===== config.mk =====
export PLATFORM = sky130hd
export DESIGN_NAME = descending_score_leaderboard_unit_flat
export DESIGN_NICKNAME = d
export VERILOG_FILES = /design/src/hdl/dsl_pkg.sv /design/src/hdl/dsl_req_if.sv /design/src/hdl/dsl_res_if.sv /design/src/hdl/dsl_cell.sv /design/src/hdl/dsl_obuf.sv /design/src/hdl/descending_score_leaderboard_unit.sv /design/src/flat_wrapper.sv
export VERILOG_INCLUDE_DIRS = /design/src /design/src/hdl
export SDC_FILE = /design/constraint.sdc
export NUM_CORES = 1
export LEC_CHECK = 0
export ABC_AREA = 0
export BUFFER_PORTS_ARGS = -buffer_cell sky130_fd_sc_hd__buf_2
export CORE_UTILIZATION = 35
export DETAILED_ROUTE_END_ITERATION = 7
export HOLD_SLACK_MARGIN = 0.1
export PLACE_DENSITY = 0.51
export REMOVE_ABC_BUFFERS = 1
export SYNTH_ARGS = -nofsm -noshare
export SYNTH_HDL_FRONTEND = slang
export SYNTH_HIERARCHICAL = 1
export SYNTH_SLANG_ARGS = --single-unit

===== constraint.sdc =====
create_clock -name clk -period 11.49 [get_ports clk]
set_input_delay 0.5745 -clock clk [delete_from_list [all_inputs] [get_ports clk]]
set_output_delay 0.5745 -clock clk [all_outputs]
set_load 0.02 [all_outputs]

===== src/hdl/descending_score_leaderboard_unit_macros.svh =====
// Assertion macros shared by the leaderboard RTL.
`ifndef DESCENDING_SCORE_LEADERBOARD_UNIT_MACROS_SVH
`define DESCENDING_SCORE_LEADERBOARD_UNIT_MACROS_SVH
`ifndef SYNTHESIS
// Property that must hold in every cycle outside reset.
`define DSL_ASSERT(label, clk, rst, prop, msg) \
  label: assert property (@(posedge clk) disable iff (rst) (prop)) else $error(msg);
// Same-cycle implication.
`define DSL_ASSERT_IMPL(label, clk, rst, ante, cons, msg) \
  label: assert property (@(posedge clk) disable iff (rst) (ante) |-> (cons)) else $error(msg);
// Next-cycle implication.
`define DSL_ASSERT_NEXT(label, clk, rst, ante, cons, msg) \
  label: assert property (@(posedge clk) disable iff (rst) (ante) |=> (cons)) else $error(msg);
`else
`define DSL_ASSERT(label, clk, rst, prop, msg)
`define DSL_ASSERT_IMPL(label, clk, rst, ante, cons, msg)
`define DSL_ASSERT_NEXT(label, clk, rst, ante, cons, msg)
`endif
`endif


===== src/hdl/dsl_pkg.sv =====
// Shared types and constants of the descending score leaderboard.
package dsl_pkg;

  localparam int CAPACITY_DEF = 8;
  localparam int SCORE_W      = 24;
  localparam int TAG_W        = 16;
  localparam int INDEX_W      = 3;
  localparam int PLACE_W      = 4;

  // Request kinds.
  typedef enum logic {
    REQ_INSERT = 1'b0,
    REQ_READ   = 1'b1
  } req_kind_t;

  // One stored record.
  typedef struct packed {
    logic [SCORE_W-1:0] score;
    logic [TAG_W-1:0]   tag;
  } record_t;

  // Control handed to each cell of the chain.
  typedef struct packed {
    logic insert;
    logic left_keep;
    logic occupied;
  } cell_ctrl_t;

  // One result item.
  typedef struct packed {
    logic [SCORE_W-1:0] score_out;
    logic [TAG_W-1:0]   tag_out;
    logic               entry_valid;
    logic [PLACE_W-1:0] place;
    logic [PLACE_W-1:0] entry_count;
  } result_t;

endpackage


===== src/hdl/dsl_req_if.sv =====
// Request channel of the leaderboard.
interface dsl_req_if;
  logic                         valid;
  logic                         ready;
  logic                         req_type;
  logic [dsl_pkg::SCORE_W-1:0]  score_in;
  logic [dsl_pkg::TAG_W-1:0]    player_tag;
  logic [dsl_pkg::INDEX_W-1:0]  read_index;

  modport source (output valid, output req_type, output score_in, output player_tag,
                  output read_index, input ready);
  modport sink (input valid, input req_type, input score_in, input player_tag,
                input read_index, output ready);
endinterface


===== src/hdl/dsl_res_if.sv =====
// Result channel of the leaderboard.
interface dsl_res_if;
  logic                         valid;
  logic                         ready;
  logic [dsl_pkg::SCORE_W-1:0]  score_out;
  logic [dsl_pkg::TAG_W-1:0]    tag_out;
  logic                         entry_valid;
  logic [dsl_pkg::PLACE_W-1:0]  place;
  logic [dsl_pkg::PLACE_W-1:0]  entry_count;

  modport source (output valid, output score_out, output tag_out, output entry_valid,
                  output place, output entry_count, input ready);
  modport sink (input valid, input score_out, input tag_out, input entry_valid,
                input place, input entry_count, output ready);
endinterface


===== src/hdl/dsl_cell.sv =====
// One compare-and-shift cell of the sorted record chain.
module dsl_cell (
  input  logic                clk,
  input  dsl_pkg::cell_ctrl_t ctrl,
  input  dsl_pkg::record_t    new_rec,
  input  dsl_pkg::record_t    left_rec,
  output dsl_pkg::record_t    rec,
  output logic                keep
);

  // The cell keeps its record when it holds one that ranks at or above the new one.
  assign keep = ctrl.occupied && (rec.score >= new_rec.score);

  // On an insert a displaced cell takes the new record if its left neighbour stays,
  // otherwise it takes the neighbour's record as the list shifts down.
  always_ff @(posedge clk) begin
    if (ctrl.insert && !keep) begin
      if (ctrl.left_keep) begin
        rec <= new_rec;
      end else begin
        rec <= left_rec;
      end
    end
  end

endmodule


===== src/hdl/dsl_obuf.sv =====
// Two-entry output buffer that decouples the result channel from the request side.
module dsl_obuf (
  input  logic               clk,
  input  logic               rst,
  input  logic               in_valid,
  input  dsl_pkg::result_t   in_data,
  output logic               in_ready,
  output logic               out_valid,
  output dsl_pkg::result_t   out_data,
  input  logic               out_ready
);

  logic             skid_valid;
  dsl_pkg::result_t skid_data;
  logic             out_load;

  // New results are taken as long as the skid entry is free.
  assign in_ready = !skid_valid;
  assign out_load = !out_valid || out_ready;

  // Control flags.
  always_ff @(posedge clk) begin
    if (rst) begin
      out_valid  <= 1'b0;
      skid_valid <= 1'b0;
    end else if (out_load) begin
      out_valid  <= skid_valid || in_valid;
      skid_valid <= 1'b0;
    end else if (in_valid) begin
      skid_valid <= 1'b1;
    end
  end

  // Payload moves from the skid entry first, so the order of results is kept.
  always_ff @(posedge clk) begin
    if (out_load) begin
      if (skid_valid) begin
        out_data <= skid_data;
      end else if (in_valid) begin
        out_data <= in_data;
      end
    end else if (in_valid) begin
      skid_data <= in_data;
    end
  end

endmodule


===== src/hdl/descending_score_leaderboard_unit.sv =====
// Each result is registered in the output buffer before it is offered.
// Throughput: one request per cycle when ready; every cell decides its move at once.
// A two-entry output buffer lets one further request in while a result is stalled.
// Reset (synchronous, active high) clears the record count; the cells keep their
// contents, which are never read before being written, so no clearing pass is needed.
`include "descending_score_leaderboard_unit_macros.svh"

module descending_score_leaderboard_unit #(
  parameter int CAPACITY = dsl_pkg::CAPACITY_DEF
) (
  input logic       clk,
  input logic       rst,
  dsl_req_if.sink   req,
  dsl_res_if.source res
);

  localparam int CW = $clog2(CAPACITY + 1);
  localparam int PW = dsl_pkg::PLACE_W;
  localparam int IW = dsl_pkg::INDEX_W;

  logic                 req_ready;
  logic                 req_fire;
  logic                 ins_fire;
  logic [CW-1:0]        count;
  logic [CW-1:0]        count_next;
  logic [CW-1:0]        ins_place;
  logic [CAPACITY-1:0]  keep;
  logic                 rd_valid;
  dsl_pkg::record_t     new_rec;
  dsl_pkg::record_t     rd_rec;
  dsl_pkg::record_t     rec [CAPACITY];
  dsl_pkg::cell_ctrl_t  ctrl [CAPACITY];
  dsl_pkg::result_t     res_new;
  dsl_pkg::result_t     res_data;

  assign req.ready = req_ready;
  assign req_fire  = req.valid && req_ready;
  assign ins_fire  = req_fire && (req.req_type == dsl_pkg::REQ_INSERT);
  assign new_rec   = '{score: req.score_in, tag: req.player_tag};

  // Chain of cells, each fed by its left neighbour.
  for (genvar i = 0; i < CAPACITY; i++) begin : g_cell
    if (i == 0) begin : g_head
      assign ctrl[i].left_keep = 1'b1;
      dsl_cell u_cell (
        .clk      (clk),
        .ctrl     (ctrl[i]),
        .new_rec  (new_rec),
        .left_rec (new_rec),
        .rec      (rec[i]),
        .keep     (keep[i])
      );
    end else begin : g_body
      assign ctrl[i].left_keep = keep[i-1];
      dsl_cell u_cell (
        .clk      (clk),
        .ctrl     (ctrl[i]),
        .new_rec  (new_rec),
        .left_rec (rec[i-1]),
        .rec      (rec[i]),
        .keep     (keep[i])
      );
    end
    assign ctrl[i].insert   = ins_fire;
    assign ctrl[i].occupied = CW'(i) < count;
  end

  // The insert place is the first cell that does not keep its record.
  always_comb begin
    ins_place = CW'(CAPACITY);
    for (int i = CAPACITY - 1; i >= 0; i--) begin
      if (!keep[i]) begin
        ins_place = CW'(i);
      end
    end
  end

  // The count grows on an insert that is not dropped while the list has room.
  always_comb begin
    count_next = count;
    if (ins_fire && !keep[CAPACITY-1] && (count != CW'(CAPACITY))) begin
      count_next = count + CW'(1);
    end
  end

  always_ff @(posedge clk) begin
    if (rst) begin
      count <= '0;
    end else begin
      count <= count_next;
    end
  end

  // Read select over the cells.
  assign rd_valid = (int'(req.read_index) < int'(count)) && (int'(req.read_index) < CAPACITY);

  always_comb begin
    rd_rec = '0;
    for (int i = 0; i < CAPACITY; i++) begin
      if ((i < (1 << IW)) && (req.read_index == IW'(i))) begin
        rd_rec = rec[i];
      end
    end
  end

  // Result of the accepted request.
  always_comb begin
    res_new = '0;
    if (req.req_type == dsl_pkg::REQ_INSERT) begin
      res_new.place       = PW'(ins_place);
      res_new.entry_count = PW'(count_next);
    end else begin
      res_new.place       = PW'(CW'(CAPACITY));
      res_new.entry_count = PW'(count);
      if (rd_valid) begin
        res_new.entry_valid = 1'b1;
        res_new.score_out   = rd_rec.score;
        res_new.tag_out     = rd_rec.tag;
      end
    end
  end

  dsl_obuf u_obuf (
    .clk       (clk),
    .rst       (rst),
    .in_valid  (req_fire),
    .in_data   (res_new),
    .in_ready  (req_ready),
    .out_valid (res.valid),
    .out_data  (res_data),
    .out_ready (res.ready)
  );

  assign res.score_out   = res_data.score_out;
  assign res.tag_out     = res_data.tag_out;
  assign res.entry_valid = res_data.entry_valid;
  assign res.place       = res_data.place;
  assign res.entry_count = res_data.entry_count;

  // Checks on the record count and the insert decision.
  `DSL_ASSERT(a_count_bound, clk, rst, count <= CW'(CAPACITY), "record count above capacity")
  `DSL_ASSERT_NEXT(a_count_grows, clk, rst, ins_fire && (count != CW'(CAPACITY)), count == $past(count) + CW'(1), "insert into a list with room did not grow it")
  `DSL_ASSERT_NEXT(a_read_holds, clk, rst, req_fire && (req.req_type == dsl_pkg::REQ_READ), count == $past(count), "read changed the record count")
  `DSL_ASSERT_IMPL(a_no_drop, clk, rst, ins_fire && (count != CW'(CAPACITY)), ins_place != CW'(CAPACITY), "record dropped from a list with room")

endmodule

===== src/flat_wrapper.sv =====
// flat-port wrapper written by rule: the top's interface ports become plain ports
module descending_score_leaderboard_unit_flat 
#(
  parameter int CAPACITY = dsl_pkg::CAPACITY_DEF
)
  (clk, rst, req_valid, req_req_type, req_score_in, req_player_tag, req_read_index, req_ready, res_valid, res_score_out, res_tag_out, res_entry_valid, res_place, res_entry_count, res_ready);
  dsl_req_if req_i ();
  dsl_res_if res_i ();
  input logic clk;
  input logic rst;
  input wire logic [$bits(req_i.valid)-1:0] req_valid;
  input wire logic [$bits(req_i.req_type)-1:0] req_req_type;
  input wire logic [$bits(req_i.score_in)-1:0] req_score_in;
  input wire logic [$bits(req_i.player_tag)-1:0] req_player_tag;
  input wire logic [$bits(req_i.read_index)-1:0] req_read_index;
  output wire logic [$bits(req_i.ready)-1:0] req_ready;
  output wire logic [$bits(res_i.valid)-1:0] res_valid;
  output wire logic [$bits(res_i.score_out)-1:0] res_score_out;
  output wire logic [$bits(res_i.tag_out)-1:0] res_tag_out;
  output wire logic [$bits(res_i.entry_valid)-1:0] res_entry_valid;
  output wire logic [$bits(res_i.place)-1:0] res_place;
  output wire logic [$bits(res_i.entry_count)-1:0] res_entry_count;
  input wire logic [$bits(res_i.ready)-1:0] res_ready;
  assign req_i.valid = req_valid;
  assign req_i.req_type = req_req_type;
  assign req_i.score_in = req_score_in;
  assign req_i.player_tag = req_player_tag;
  assign req_i.read_index = req_read_index;
  assign req_ready = req_i.ready;
  assign res_valid = res_i.valid;
  assign res_score_out = res_i.score_out;
  assign res_tag_out = res_i.tag_out;
  assign res_entry_valid = res_i.entry_valid;
  assign res_place = res_i.place;
  assign res_entry_count = res_i.entry_count;
  assign res_i.ready = res_ready;
  descending_score_leaderboard_unit #(.CAPACITY(CAPACITY)) u_core (.clk(clk), .rst(rst), .req(req_i), .res(res_i));
endmodule

==> results of run 1 <==
==> flip-flops by register name (all words and copies together), names as in the netlist <==
signal / flops
u_core/count: 4
u_core/u_obuf/out_valid: 1
u_core/g_cell.g_body.u_cell/rec: 280
u_core/u_obuf/skid_valid: 1
u_core/u_obuf/skid_data: 49
u_core/u_obuf/out_data: 49
u_core/g_cell.g_head.u_cell/rec: 40
==> per-layer routing <==
| metal | vias to the layer above | GRT usage | routed length, um |
|---|---|---|---|
| met5 | - | 0 | 0 |
| met4 | 0 | 0.04406 | 1446 |
| met3 | 94 | 0.02768 | 3079 |
| met2 | 337 | 0.3360 | 35480 |
| met1 | 8243 | 0.2693 | 33470 |
| li1 | 7487 | - | - |
==> through the flow <==
stage / total power [mW] / worst slack, ns / hold slack, ns
finish: 4.187 / 7.066 / 0.2408
CTS: 4.236 / 7.046 / 0.2044
global route: 4.362 / 6.781 / 0.2364
detailed placement: 2.613 / 6.576 / 0.5355
floorplan: 2.356 / 5.543 / 0.5235
global placement: 2.598 / 6.640 / 0.5176
==> area by class of cell <==
class,count,share of cell area
clock buffers,68,0.04810
clock inverters,23,0.008844
inverters,218,0.02849
multi-input cells,1205,0.4069
flip-flops and latches,424,0.4414
well taps,950,0.04139
repair buffers,127,0.02492
==> layout by cell type, fill, tap and decap left out, drive strengths merged, types with 4 or more instances in the layout <==
master and count:
a21o 17, nor2 112, buf 127, bufinv 4
nand2 76, clkbuf 68, a211oi 19, a21boi 4
nand3 6, nor2b 11, inv 220, conb 4
a41o 5, edfxtp 418, o211ai 14, o2bb2ai 7
clkinv 16, o21ai 48, nor4 8, ha 196
a41oi 5, o22ai 29, nand4 20, a21oi 81
mux2 400, nand2b 17, mux4 31, a222oi 7
mux2i 13, a2111oi 36, dfxtp 6
==> worst min-delay path: stages <==
cell and delay [ns]:
sky130_fd_sc_hd__buf_2 0.08, sky130_fd_sc_hd__nand2b_1 0.11, sky130_fd_sc_hd__nor3_1 0.05
==> logic make-up after synthesis <==
family | share of synthesized area
buf+inv | 0.05591
compound gates | 0.08465
xor+xnor | 0.001025
other cells | 0.0001462
flops | 0.4941
mux | 0.2150
fa+ha+maj | 0.09562
simple gates | 0.05357
==> worst paths after layout <==
kind	startpoint	slack (ns)	endpoint	cells past startpoint
worst max-delay path	u_core/g_cell[4].g_body.u_cell/rec[18]$_DFFE_PP_	7.07	u_core/u_obuf/out_data[6]$_DFFE_PP_	9
worst min-delay path	res_ready	0.24	u_core/u_obuf/skid_valid$_SDFFE_PP0P_	3
worst max register to register	u_core/g_cell[4].g_body.u_cell/rec[18]$_DFFE_PP_	7.07	u_core/u_obuf/out_data[6]$_DFFE_PP_	9
worst min register to register	u_core/u_obuf/out_valid$_SDFFE_PP0P_	0.54	u_core/u_obuf/skid_valid$_SDFFE_PP0P_	2
==> power breakdown <==
group          leakage, nW  switching [mW]  internal [mW]
Combinational         6.20           0.376          0.258
Sequential            4.06          0.0788           1.87
Clock                0.799           0.672          0.936
==> results.sh, run 1 <==
export IMPL_outcome="finished clean"
export IMPL_postCtsResizedCells=0
export IMPL_cts_hold_buffers_added=0
export IMPL_detail_route_vias_per_cell=5.360
export IMPL_clockBufferDepth=3
export IMPL_rsz0062_at_grt="no"
export IMPL_via_count=16161
export IMPL_yosysMostFrequentCell="sky130_fd_sc_hd__edfxtp_1"
export IMPL_synth_top_cells_by_count="418 x sky130_fd_sc_hd__edfxtp_1, 352 x sky130_fd_sc_hd__mux2_2, 218 x sky130_fd_sc_hd__inv_1"
export IMPL_post_synth_inst_count=1927
export IMPL_yosys_register_bits=424
export IMPL_tritoncts_num_buffers=51
export IMPL_max_clock_freq_mhz=226.1
export IMPL_antenna_cells_inserted=0
export IMPL_clkLatencyLatePin_ns=0.62
export IMPL_setup_viol=0
export IMPL_crit_path_cell_trace="ha_1, o211ai_1, a2111oi_0, o211ai_1, a41oi_4, buf_4, nand4_1, nor3b_1, mux2_4"
export IMPL_power_per_cell_area_nw_per_um2=145.8
export IMPL_worstSetupStartpointType="register"
export IMPL_clk_root_buffer_cell="sky130_fd_sc_hd__clkbuf_16"
export IMPL_synthToLayoutAreaGrowth_pct=11.99
export IMPL_synth_area_top_cells="sky130_fd_sc_hd__edfxtp_1 49%, sky130_fd_sc_hd__mux2_2 15%, sky130_fd_sc_hd__ha_1 9.6%, sky130_fd_sc_hd__inv_1 3.2%, sky130_fd_sc_hd__mux2_4 2.8%"
export IMPL_sequential_cell_area_um2=12680
export IMPL_vias_in_the_first_global_route=16931
export IMPL_grt_max_degree=44
export IMPL_critPathMaxFanout=27
export IMPL_layout_worst_path_cycle_share=0.3850
export IMPL_fin_util=0.3990
export IMPL_hp_class="input pin to register"
export IMPL_groute_usage_overall=0.1988
export IMPL_place_detailed_hpwl_um=49400
export IMPL_ys_types=65
export IMPL_die_area_um2=74360
export IMPL_clock_input_transition_at_the_sequential_cells_of_the_worst_setup_and_hold_paths_ns=0.06
export IMPL_routed_wl_um=73480
export IMPL_clock_sinks=424
export IMPL_die_x_um=272.7
export IMPL_setup_tns_final_ns=0
export IMPL_synth_enable_flop_cells=418
export IMPL_setup_worst_path_end_class="register"
export IMPL_timing_critical_path_arrival_ns=4.79
export IMPL_initial_utilization=0.3563
export IMPL_average_footprint_of_a_synthesized_cell_um2=13.31
export IMPL_leakagePower_nw=11.05
export IMPL_floorplan_die_height_um=272.7
export IMPL_syn_area_um2=25650
export IMPL_route_antenna_remaining_nets=0
export IMPL_synth_yosys_seq_area_share=0.4941
export IMPL_detailed_place_area_um2=27080
export IMPL_place_gp_congestion=0.8751
export IMPL_worst_pin_slew_ns=1.147
export IMPL_max_slew_violation_total_from_the_final_report=0
export IMPL_h_tree_levels=2
export IMPL_timing_critical_path_max_delay_family="compound AO/OA/AOI/OAI gates"
export IMPL_grt_overflow=0
export IMPL_max_vdd_ir_drop_mv=0.1100
export IMPL_synth_area_leader_cell="sky130_fd_sc_hd__edfxtp_1"
export IMPL_wl_per_cell_um=24.37
export IMPL_post_route_min_period_ns=4.424
export IMPL_placeableCoreArea_um2=71980
export IMPL_cts_tree="built"
export IMPL_post_cts_setup_buffer_count=0
export IMPL_std_cell_rows=98
export IMPL_multi_input_comb_area_um2=11690
export IMPL_final_hold_violation_count=0
export IMPL_io_buffers=98
export IMPL_worstPathRequired_ns=11.86
export IMPL_yosysTopAreaCellShare=0.4894
export IMPL_grt_antenna_before_repair=0
export IMPL_design_area_um2=28720
export IMPL_fillers=6721
export IMPL_async_sr_flop_fraction=0
export IMPL_crit_path_max_incr_delay_ns=0.97
export IMPL_postSynth_topFlopCell="sky130_fd_sc_hd__edfxtp_1"
export IMPL_timing_slew_headroom=0.2332
export IMPL_clock_skew_final_ns=0.03682
export IMPL_slowest_stage="sky130_fd_sc_hd__a2111oi_0"
export IMPL_timing_max_cap_violations=0
export IMPL_ioPinCount=99
export IMPL_critical_path_buf_inv_count=1
export IMPL_route_detailed_drc=0
export IMPL_finalNetCount=2271
export IMPL_grt_pass1_wl_um=110600
export IMPL_yosysWarningCount=6
export IMPL_drt_iter0_drc=1082
export IMPL_dpl_cell_count=2924
export IMPL_dr_pass1_iters=7
export IMPL_worst_path_most_repeated_cell="sky130_fd_sc_hd__o211ai_1"
export IMPL_type_of_the_setup_path_with_the_least_slack="register to register"
export IMPL_instances_no_fill=3015
export IMPL_fraction_of_layout_cells_with_a_size_suffix_above_1=0.3429
Power figures use the tool's default switching activity.
==> run 2: changes to the inputs <==
Settings changed: ABC_AREA 0 to 1.
Clock period 11.49 ns to 4.6 ns, I/O delays scaled along.
==> results.sh, run 2 <==
export IMPL_outcome="finished clean"
export IMPL_setup_worst_path_end_class="register"
export IMPL_grt_max_degree=64
export IMPL_layout_top_registers="u_core/g_cell.g_body.u_cell/rec x280, u_core/u_obuf/out_data x49, u_core/u_obuf/skid_data x49"
export IMPL_largest_register_ff_count=280
export IMPL_h_tree_levels=2
export IMPL_switchingPower_mw=2.611
export IMPL_largest_register="u_core/g_cell.g_body.u_cell/rec"
export IMPL_timing_hold_worst_endpoint="u_core/g_cell[6].g_body.u_cell/rec[34]$_DFFE_PP_"
export IMPL_placeableCoreArea_um2=71980
export IMPL_post_route_min_period_ns=3.361
export IMPL_clock_input_transition_at_the_sequential_cells_of_the_worst_setup_and_hold_paths_ns=0.06
export IMPL_place_gp_congestion=0.8744
export IMPL_rsz0062_at_grt="no"
export IMPL_place_detailed_hpwl_um=51850
export IMPL_route_antenna_remaining_nets=0
export IMPL_clock_skew_final_ns=0.02205
export IMPL_synth_area_top_cells="sky130_fd_sc_hd__edfxtp_1 49%, sky130_fd_sc_hd__nand2_1 9.8%, sky130_fd_sc_hd__ha_1 9.6%, sky130_fd_sc_hd__nor2_1 6.2%, sky130_fd_sc_hd__inv_1 5.6%"
export IMPL_instances_no_fill=3942
export IMPL_setup_viol=0
export IMPL_floorplan_die_height_um=272.8
export IMPL_cts_tree="built"
export IMPL_yosysMostFrequentCell="sky130_fd_sc_hd__nand2_1"
export IMPL_die_x_um=272.8
export IMPL_groute_usage_overall=0.1960
export IMPL_route_detailed_drc=0
export IMPL_critPathMaxFanout=34
export IMPL_seq_power_share=0.465
export IMPL_worstSetupStartpointType="register"
export IMPL_timing_reg2reg_worst_path_depth=9
export IMPL_final_common_cell="sky130_fd_sc_hd__nand2_1"
export IMPL_worst_pin_slew_ns=1.037
export IMPL_sw_frac_of_total=0.2648
export IMPL_layout_worst_path_cycle_share=0.7306
export IMPL_timing_max_cap_violations=0
export IMPL_yosysTopAreaCellShare=0.4891
export IMPL_worstPathRequired_ns=4.94
export IMPL_grt_antenna_before_repair=1
export IMPL_ioPinCount=99
export IMPL_syn_area_um2=25660
export IMPL_detail_route_vias_per_cell=4.905
export IMPL_io_buffers=98
export IMPL_leakagePower_nw=13.13
export IMPL_r2r_start="u_core/g_cell[4].g_body.u_cell/rec[35]$_DFFE_PP_"
export IMPL_max_clock_freq_mhz=297.6
export IMPL_power_combinational_fraction=0.133
export IMPL_yosysWarningCount=6
export IMPL_max_vdd_ir_drop_mv=0.2534
export IMPL_vias_in_the_first_global_route=19168
export IMPL_clockBufferDepth=3
export IMPL_die_area_um2=74410
export IMPL_power_per_cell_area_nw_per_um2=337.3
export IMPL_wl_per_cell_um=18.51
export IMPL_ys_types=40
export IMPL_grt_overflow=0
export IMPL_via_count=19336
export IMPL_async_sr_flop_fraction=0
export IMPL_worstHoldPathCells=3
export IMPL_dpl_cell_count=3821
export IMPL_drt_iter0_drc=1268
export IMPL_std_cell_rows=98
export IMPL_average_footprint_of_a_synthesized_cell_um2=9.043
export IMPL_worst_r2r_endpoint="u_core/g_cell[5].g_body.u_cell/rec[15]$_DFFE_PP_"
export IMPL_tritoncts_num_buffers=50
export IMPL_regToRegSetupSlack_ns=1.24
export IMPL_clk_root_buffer_cell="sky130_fd_sc_hd__clkbuf_16"
export IMPL_int_pwr_mw=7.251
export IMPL_pwr_share_clk=0.402
export IMPL_final_hold_violation_count=0
export IMPL_fraction_of_layout_cells_with_a_size_suffix_above_1=0.1361
export IMPL_clkLatencyLatePin_ns=0.60
export IMPL_grt_pass1_wl_um=111600
export IMPL_dr_pass1_iters=5
export IMPL_finalNetCount=3201
export IMPL_synth_top_cells_by_count="670 x sky130_fd_sc_hd__nand2_1, 424 x sky130_fd_sc_hd__nor2_1, 418 x sky130_fd_sc_hd__edfxtp_1"
export IMPL_hp_class="input pin to register"
export IMPL_synth_yosys_seq_area_share=0.4938
export IMPL_type_of_the_setup_path_with_the_least_slack="register to register"
export IMPL_postSynth_topFlopCell="sky130_fd_sc_hd__edfxtp_1"
export IMPL_timing_critical_path_arrival_ns=3.70
export IMPL_mostFrequentLayoutCells="670 x sky130_fd_sc_hd__nand2_1, 424 x sky130_fd_sc_hd__nor2_1, 418 x sky130_fd_sc_hd__edfxtp_1, 380 x sky130_fd_sc_hd__inv_1, 276 x sky130_fd_sc_hd__a21oi_1"
export IMPL_yosys_register_bits=424
export IMPL_worstHoldStart="req_score_in[18]"
export IMPL_clock_sinks=424
export IMPL_post_synth_inst_count=2838
export IMPL_initial_utilization=0.3566
export IMPL_synth_area_leader_cell="sky130_fd_sc_hd__edfxtp_1"
export IMPL_synth_enable_flop_cells=418
export IMPL_routed_wl_um=72980
export IMPL_max_slew_violation_total_from_the_final_report=0
export IMPL_timing_slew_headroom=0.3058
export IMPL_setup_tns_final_ns=0
export IMPL_synthToLayoutAreaGrowth_pct=13.92
export IMPL_fillers=7156
export IMPL_fin_util=0.4062
run 2: cell count changes after synthesis, sizes merged, moves of 17 or more:
cell | before | now
nor2 | 112 | 449
nand2b | 17 | 0
a211oi | 19 | 1
inv | 218 | 388
mux2 | 400 | 136
nand3 | 6 | 63
nand2 | 76 | 679
mux4 | 31 | 0
o22ai | 29 | 0
o21ai | 48 | 13
nand4 | 20 | 49
a21oi | 81 | 290
a2111oi | 36 | 0
run 2: power by group through the flow:
stage | Clock, mW | Combinational [mW] | Sequential, mW
final | 3.96 | 1.31 | 4.59
after global routing | 4.20 | 1.48 | 4.61
after CTS | 4.07 | 1.32 | 4.59
after detailed placement | 0 | 1.29 | 4.67
after global placement | 0 | 1.26 | 4.66
after floorplan | 0 | 0.762 | 4.70
run 2: final cells by class:
type	instances	area (um2)	share of cell area
inverters	388	1464	0.05007
well taps	950	1189	0.04065
clock buffers	61	1333	0.04558
flip-flops and latches	424	12670	0.4335
clock inverters	25	262.8	0.008987
repair buffers	176	1274	0.04356
diodes	1	2.502	0.00008559
multi-input cells	1917	11040	0.3776
run 2: through the flow:
stage | setup slack [ns] | total power, mW | hold slack (ns) | cell area [um2]
final | 1.239 | 9.862 | 0.1203 | 29240
after global routing | 1.089 | 10.29 | 0.1262 | 29240
after CTS | 1.296 | 9.980 | 0.1001 | 29240
after detailed placement | 1.188 | 5.959 | 0.5011 | 27300
after global placement | 1.226 | 5.925 | 0.5030 | 27300
after floorplan | -0.001727 | 5.459 | 0.2991 | 24990
run 2: logic make-up after synthesis:
kind of cell | after synthesis | share of synthesized area
muxes | 136 | 0.05967
adders and majority gates | 196 | 0.09555
and+or+nand+nor | 1255 | 0.1987
other | 1 | 0.0001461
xor gates and xnor gates | 2 | 0.0006827
DFF | 424 | 0.4938
buffers and inverters | 497 | 0.08346
AOI/OAI and AO/OA | 327 | 0.06801
run 2: critical path: stages (launching register included):
cell and delay (ns):
sky130_fd_sc_hd__edfxtp_1 0.45, sky130_fd_sc_hd__ha_1 0.33, sky130_fd_sc_hd__nand2_1 0.07, sky130_fd_sc_hd__nor2_1 0.31, sky130_fd_sc_hd__nand4_1 0.19, sky130_fd_sc_hd__nor2_1 0.13, sky130_fd_sc_hd__nand2_1 0.14, sky130_fd_sc_hd__a21boi_4 0.60
sky130_fd_sc_hd__buf_4 0.48, sky130_fd_sc_hd__mux2_2 0.39
run 2: worst max path at each step:
stage / start / endpoint / slack (ns) / depth (start not counted)
finish: u_core/g_cell[4].g_body.u_cell/rec[35]$_DFFE_PP_ / u_core/g_cell[5].g_body.u_cell/rec[15]$_DFFE_PP_ / 1.24 / 9
CTS: u_core/g_cell[0].g_head.u_cell/rec[35]$_DFFE_PP_ / u_core/g_cell[1].g_body.u_cell/rec[16]$_DFFE_PP_ / 1.30 / 9
detailed placement: req_score_in[19] / u_core/g_cell[5].g_body.u_cell/rec[6]$_DFFE_PP_ / 1.19 / 11
floorplan: u_core/g_cell[3].g_body.u_cell/rec[39]$_DFFE_PP_ / u_core/u_obuf/out_data[4]$_DFFE_PP_ / -0.002 / 12
global placement: req_score_in[19] / u_core/g_cell[1].g_body.u_cell/rec[7]$_DFFE_PP_ / 1.23 / 11
global route: u_core/g_cell[4].g_body.u_cell/rec[35]$_DFFE_PP_ / u_core/g_cell[5].g_body.u_cell/rec[6]$_DFFE_PP_ / 1.09 / 9
run 2: repair_timing:
action	in CTS	in global routing
hold buffers	34	0
endpoints found under the hold margin	186	0
setup buffers	0	0
resized for setup	0	0
run 2: per-layer routing:
layer  GRT usage  wire [um]  vias to the layer above
met5           0          0                        -
met4     0.04554       1279                        0
met3     0.03058       3932                       74
met2      0.3273      34310                      466
met1      0.2653      33460                     9190
li1            -          -                     9606
==> run 3: changes to the inputs <==
Clock period 4.6 ns to 3.1 ns, I/O delays scaled along.
==> results.sh, run 3 (synthesized netlist as in run 2, its figures left out) <==
export IMPL_timing_slew_headroom=0.2894
export IMPL_die_area_um2=74410
export IMPL_grt_overflow=0
export IMPL_setup_worst_path_end_class="register"
export IMPL_dpl_cell_count=3847
export IMPL_grt_max_degree=64
export IMPL_synthToLayoutAreaGrowth_pct=15.32
export IMPL_fin_util=0.4112
export IMPL_fraction_of_layout_cells_with_a_size_suffix_above_1=0.1412
export IMPL_critPathMaxFanout=13
export IMPL_setup_tns_final_ns=0
export IMPL_worst_pin_slew_ns=1.064
export IMPL_h_tree_levels=2
export IMPL_dr_pass1_iters=5
export IMPL_timing_critical_path_arrival_ns=3.29
export IMPL_setup_viol=0
export IMPL_detail_route_vias_per_cell=4.901
export IMPL_hp_class="input pin to register"
export IMPL_seq_power_share=0.467
export IMPL_initial_utilization=0.3566
export IMPL_leakagePower_nw=13.31
export IMPL_worstSetupStartpointType="register"
export IMPL_post_route_min_period_ns=2.931
export IMPL_layout_top_registers="u_core/g_cell.g_body.u_cell/rec x280, u_core/u_obuf/out_data x49, u_core/u_obuf/skid_data x49"
export IMPL_type_of_the_setup_path_with_the_least_slack="register to register"
export IMPL_timing_max_cap_violations=0
export IMPL_mostFrequentLayoutCells="670 x sky130_fd_sc_hd__nand2_1, 422 x sky130_fd_sc_hd__nor2_1, 418 x sky130_fd_sc_hd__edfxtp_1, 380 x sky130_fd_sc_hd__inv_1, 276 x sky130_fd_sc_hd__a21oi_1"
export IMPL_die_x_um=272.8
export IMPL_grt_pass1_wl_um=113300
export IMPL_cts_tree="built"
export IMPL_max_vdd_ir_drop_mv=0.3379
export IMPL_ioPinCount=99
export IMPL_int_pwr_mw=10.65
export IMPL_final_common_cell="sky130_fd_sc_hd__nand2_1"
export IMPL_route_antenna_remaining_nets=0
export IMPL_clock_skew_final_ns=0.01459
export IMPL_drt_iter0_drc=1343
export IMPL_std_cell_rows=98
export IMPL_worstPathRequired_ns=3.45
export IMPL_power_per_cell_area_nw_per_um2=492.7
export IMPL_final_hold_violation_count=0
export IMPL_antenna_cells_inserted=0
export IMPL_io_buffers=98
export IMPL_grt_antenna_before_repair=4
export IMPL_vias_in_the_first_global_route=19298
export IMPL_route_detailed_drc=0
export IMPL_max_clock_freq_mhz=341.1
export IMPL_groute_usage_overall=0.1995
export IMPL_instances_no_fill=3982
export IMPL_via_count=19517
export IMPL_largest_register_ff_count=280
export IMPL_final_hold_worst_slack_ns=0.1687
export IMPL_clkLatencyLatePin_ns=0.61
export IMPL_placeableCoreArea_um2=71980
export IMPL_sw_frac_of_total=0.2697
export IMPL_outcome="finished clean"
export IMPL_largest_register="u_core/g_cell.g_body.u_cell/rec"
export IMPL_post_cts_setup_buffer_count=0
export IMPL_power_combinational_fraction=0.138
export IMPL_clk_root_buffer_cell="sky130_fd_sc_hd__clkbuf_16"
export IMPL_switchingPower_mw=3.934
export IMPL_wl_per_cell_um=18.65
export IMPL_clock_input_transition_at_the_sequential_cells_of_the_worst_setup_and_hold_paths_ns=0.06
export IMPL_pwr_share_clk=0.395
export IMPL_finalNetCount=3237
export IMPL_place_detailed_hpwl_um=52440
export IMPL_rsz0062_at_grt="no"
export IMPL_layout_worst_path_cycle_share=0.9456
export IMPL_routed_wl_um=74260
export IMPL_clock_sinks=424
export IMPL_place_gp_congestion=0.8655
export IMPL_floorplan_die_height_um=272.8
export IMPL_clockBufferDepth=3
export IMPL_max_slew_violation_total_from_the_final_report=0
export IMPL_tritoncts_num_buffers=50
run 3: cell types whose count changed in the layout (fill, tap and decap cells not counted), sizes merged, moves of 2 or more:
cell,previous run,this run
clkinv,17,19
buf,142,168
dlygate4sd3,34,44
bufinv,5,3
clkbuf,61,67
run 3: metrics by stage:
step                power (mW)  setup WS [ns]  cell area [um2]
CTS                      14.77        0.05576            29580
detailed placement       8.890        0.01390            27570
global placement         8.831        0.08067            27570
global route             15.24        0.05919            29600
finish                   14.58         0.1687            29600
floorplan                8.100         -1.502            24990
run 3: layer usage:
metal	track usage	vias to the layer above	share of wire
met5	0	-	0.00030
met4	0.04287	4	0.017
met2	0.3322	468	0.46
met1	0.2726	9259	0.46
li1	-	9697	-
met3	0.03093	89	0.059
run 3: what timing repair did:
action,CTS,global route
resized for setup,0,5
setup endpoints to repair,0,37
hold endpoints to repair,298,0
hold buffers,44,0
run 3: cell type report:
class	instances	area (um2)
fill	7048	42380
sequential	424	12670
multi-input combinational	1917	11060
timing repair buffer	212	1648
inverter	388	1464
clock buffer	67	1345
tap	950	1189
clock inverter	24	221.5
run 3: power by group through the flow:
stage | Sequential, mW | Clock [mW] | Combinational, mW
finish | 6.81 | 5.76 | 2.01
CTS | 6.81 | 5.95 | 2.02
global route | 6.84 | 6.14 | 2.26
floorplan | 6.97 | 0 | 1.13
global placement | 6.91 | 0 | 1.92
detailed placement | 6.93 | 0 | 1.96
run 3: critical path: stages (launching register included):
cell	delay, ns
sky130_fd_sc_hd__edfxtp_1	0.45
sky130_fd_sc_hd__ha_1	0.33
sky130_fd_sc_hd__nand2_1	0.07
sky130_fd_sc_hd__nor2_1	0.36
sky130_fd_sc_hd__nand4_1	0.22
sky130_fd_sc_hd__nor2_1	0.13
sky130_fd_sc_hd__nand2_1	0.19
sky130_fd_sc_hd__a21boi_4	0.25
sky130_fd_sc_hd__buf_4	0.29
sky130_fd_sc_hd__mux2_2	0.37
run 3: path summary, 6_finish.rpt:
check                                                                       from                                                to  slack (ns)  cells past startpoint
worst max-delay path            u_core/g_cell[2].g_body.u_cell/rec[35]$_DFFE_PP_   u_core/g_cell[3].g_body.u_cell/rec[5]$_DFFE_PP_        0.17                      9
worst min-delay path                                             req_score_in[0]  u_core/g_cell[1].g_body.u_cell/rec[16]$_DFFE_PP_        0.17                      2
worst max register to register  u_core/g_cell[2].g_body.u_cell/rec[35]$_DFFE_PP_   u_core/g_cell[3].g_body.u_cell/rec[5]$_DFFE_PP_        0.17                      9
worst min register to register             u_core/u_obuf/skid_data[37]$_DFFE_PP_              u_core/u_obuf/out_data[37]$_DFFE_PP_        0.51                      2
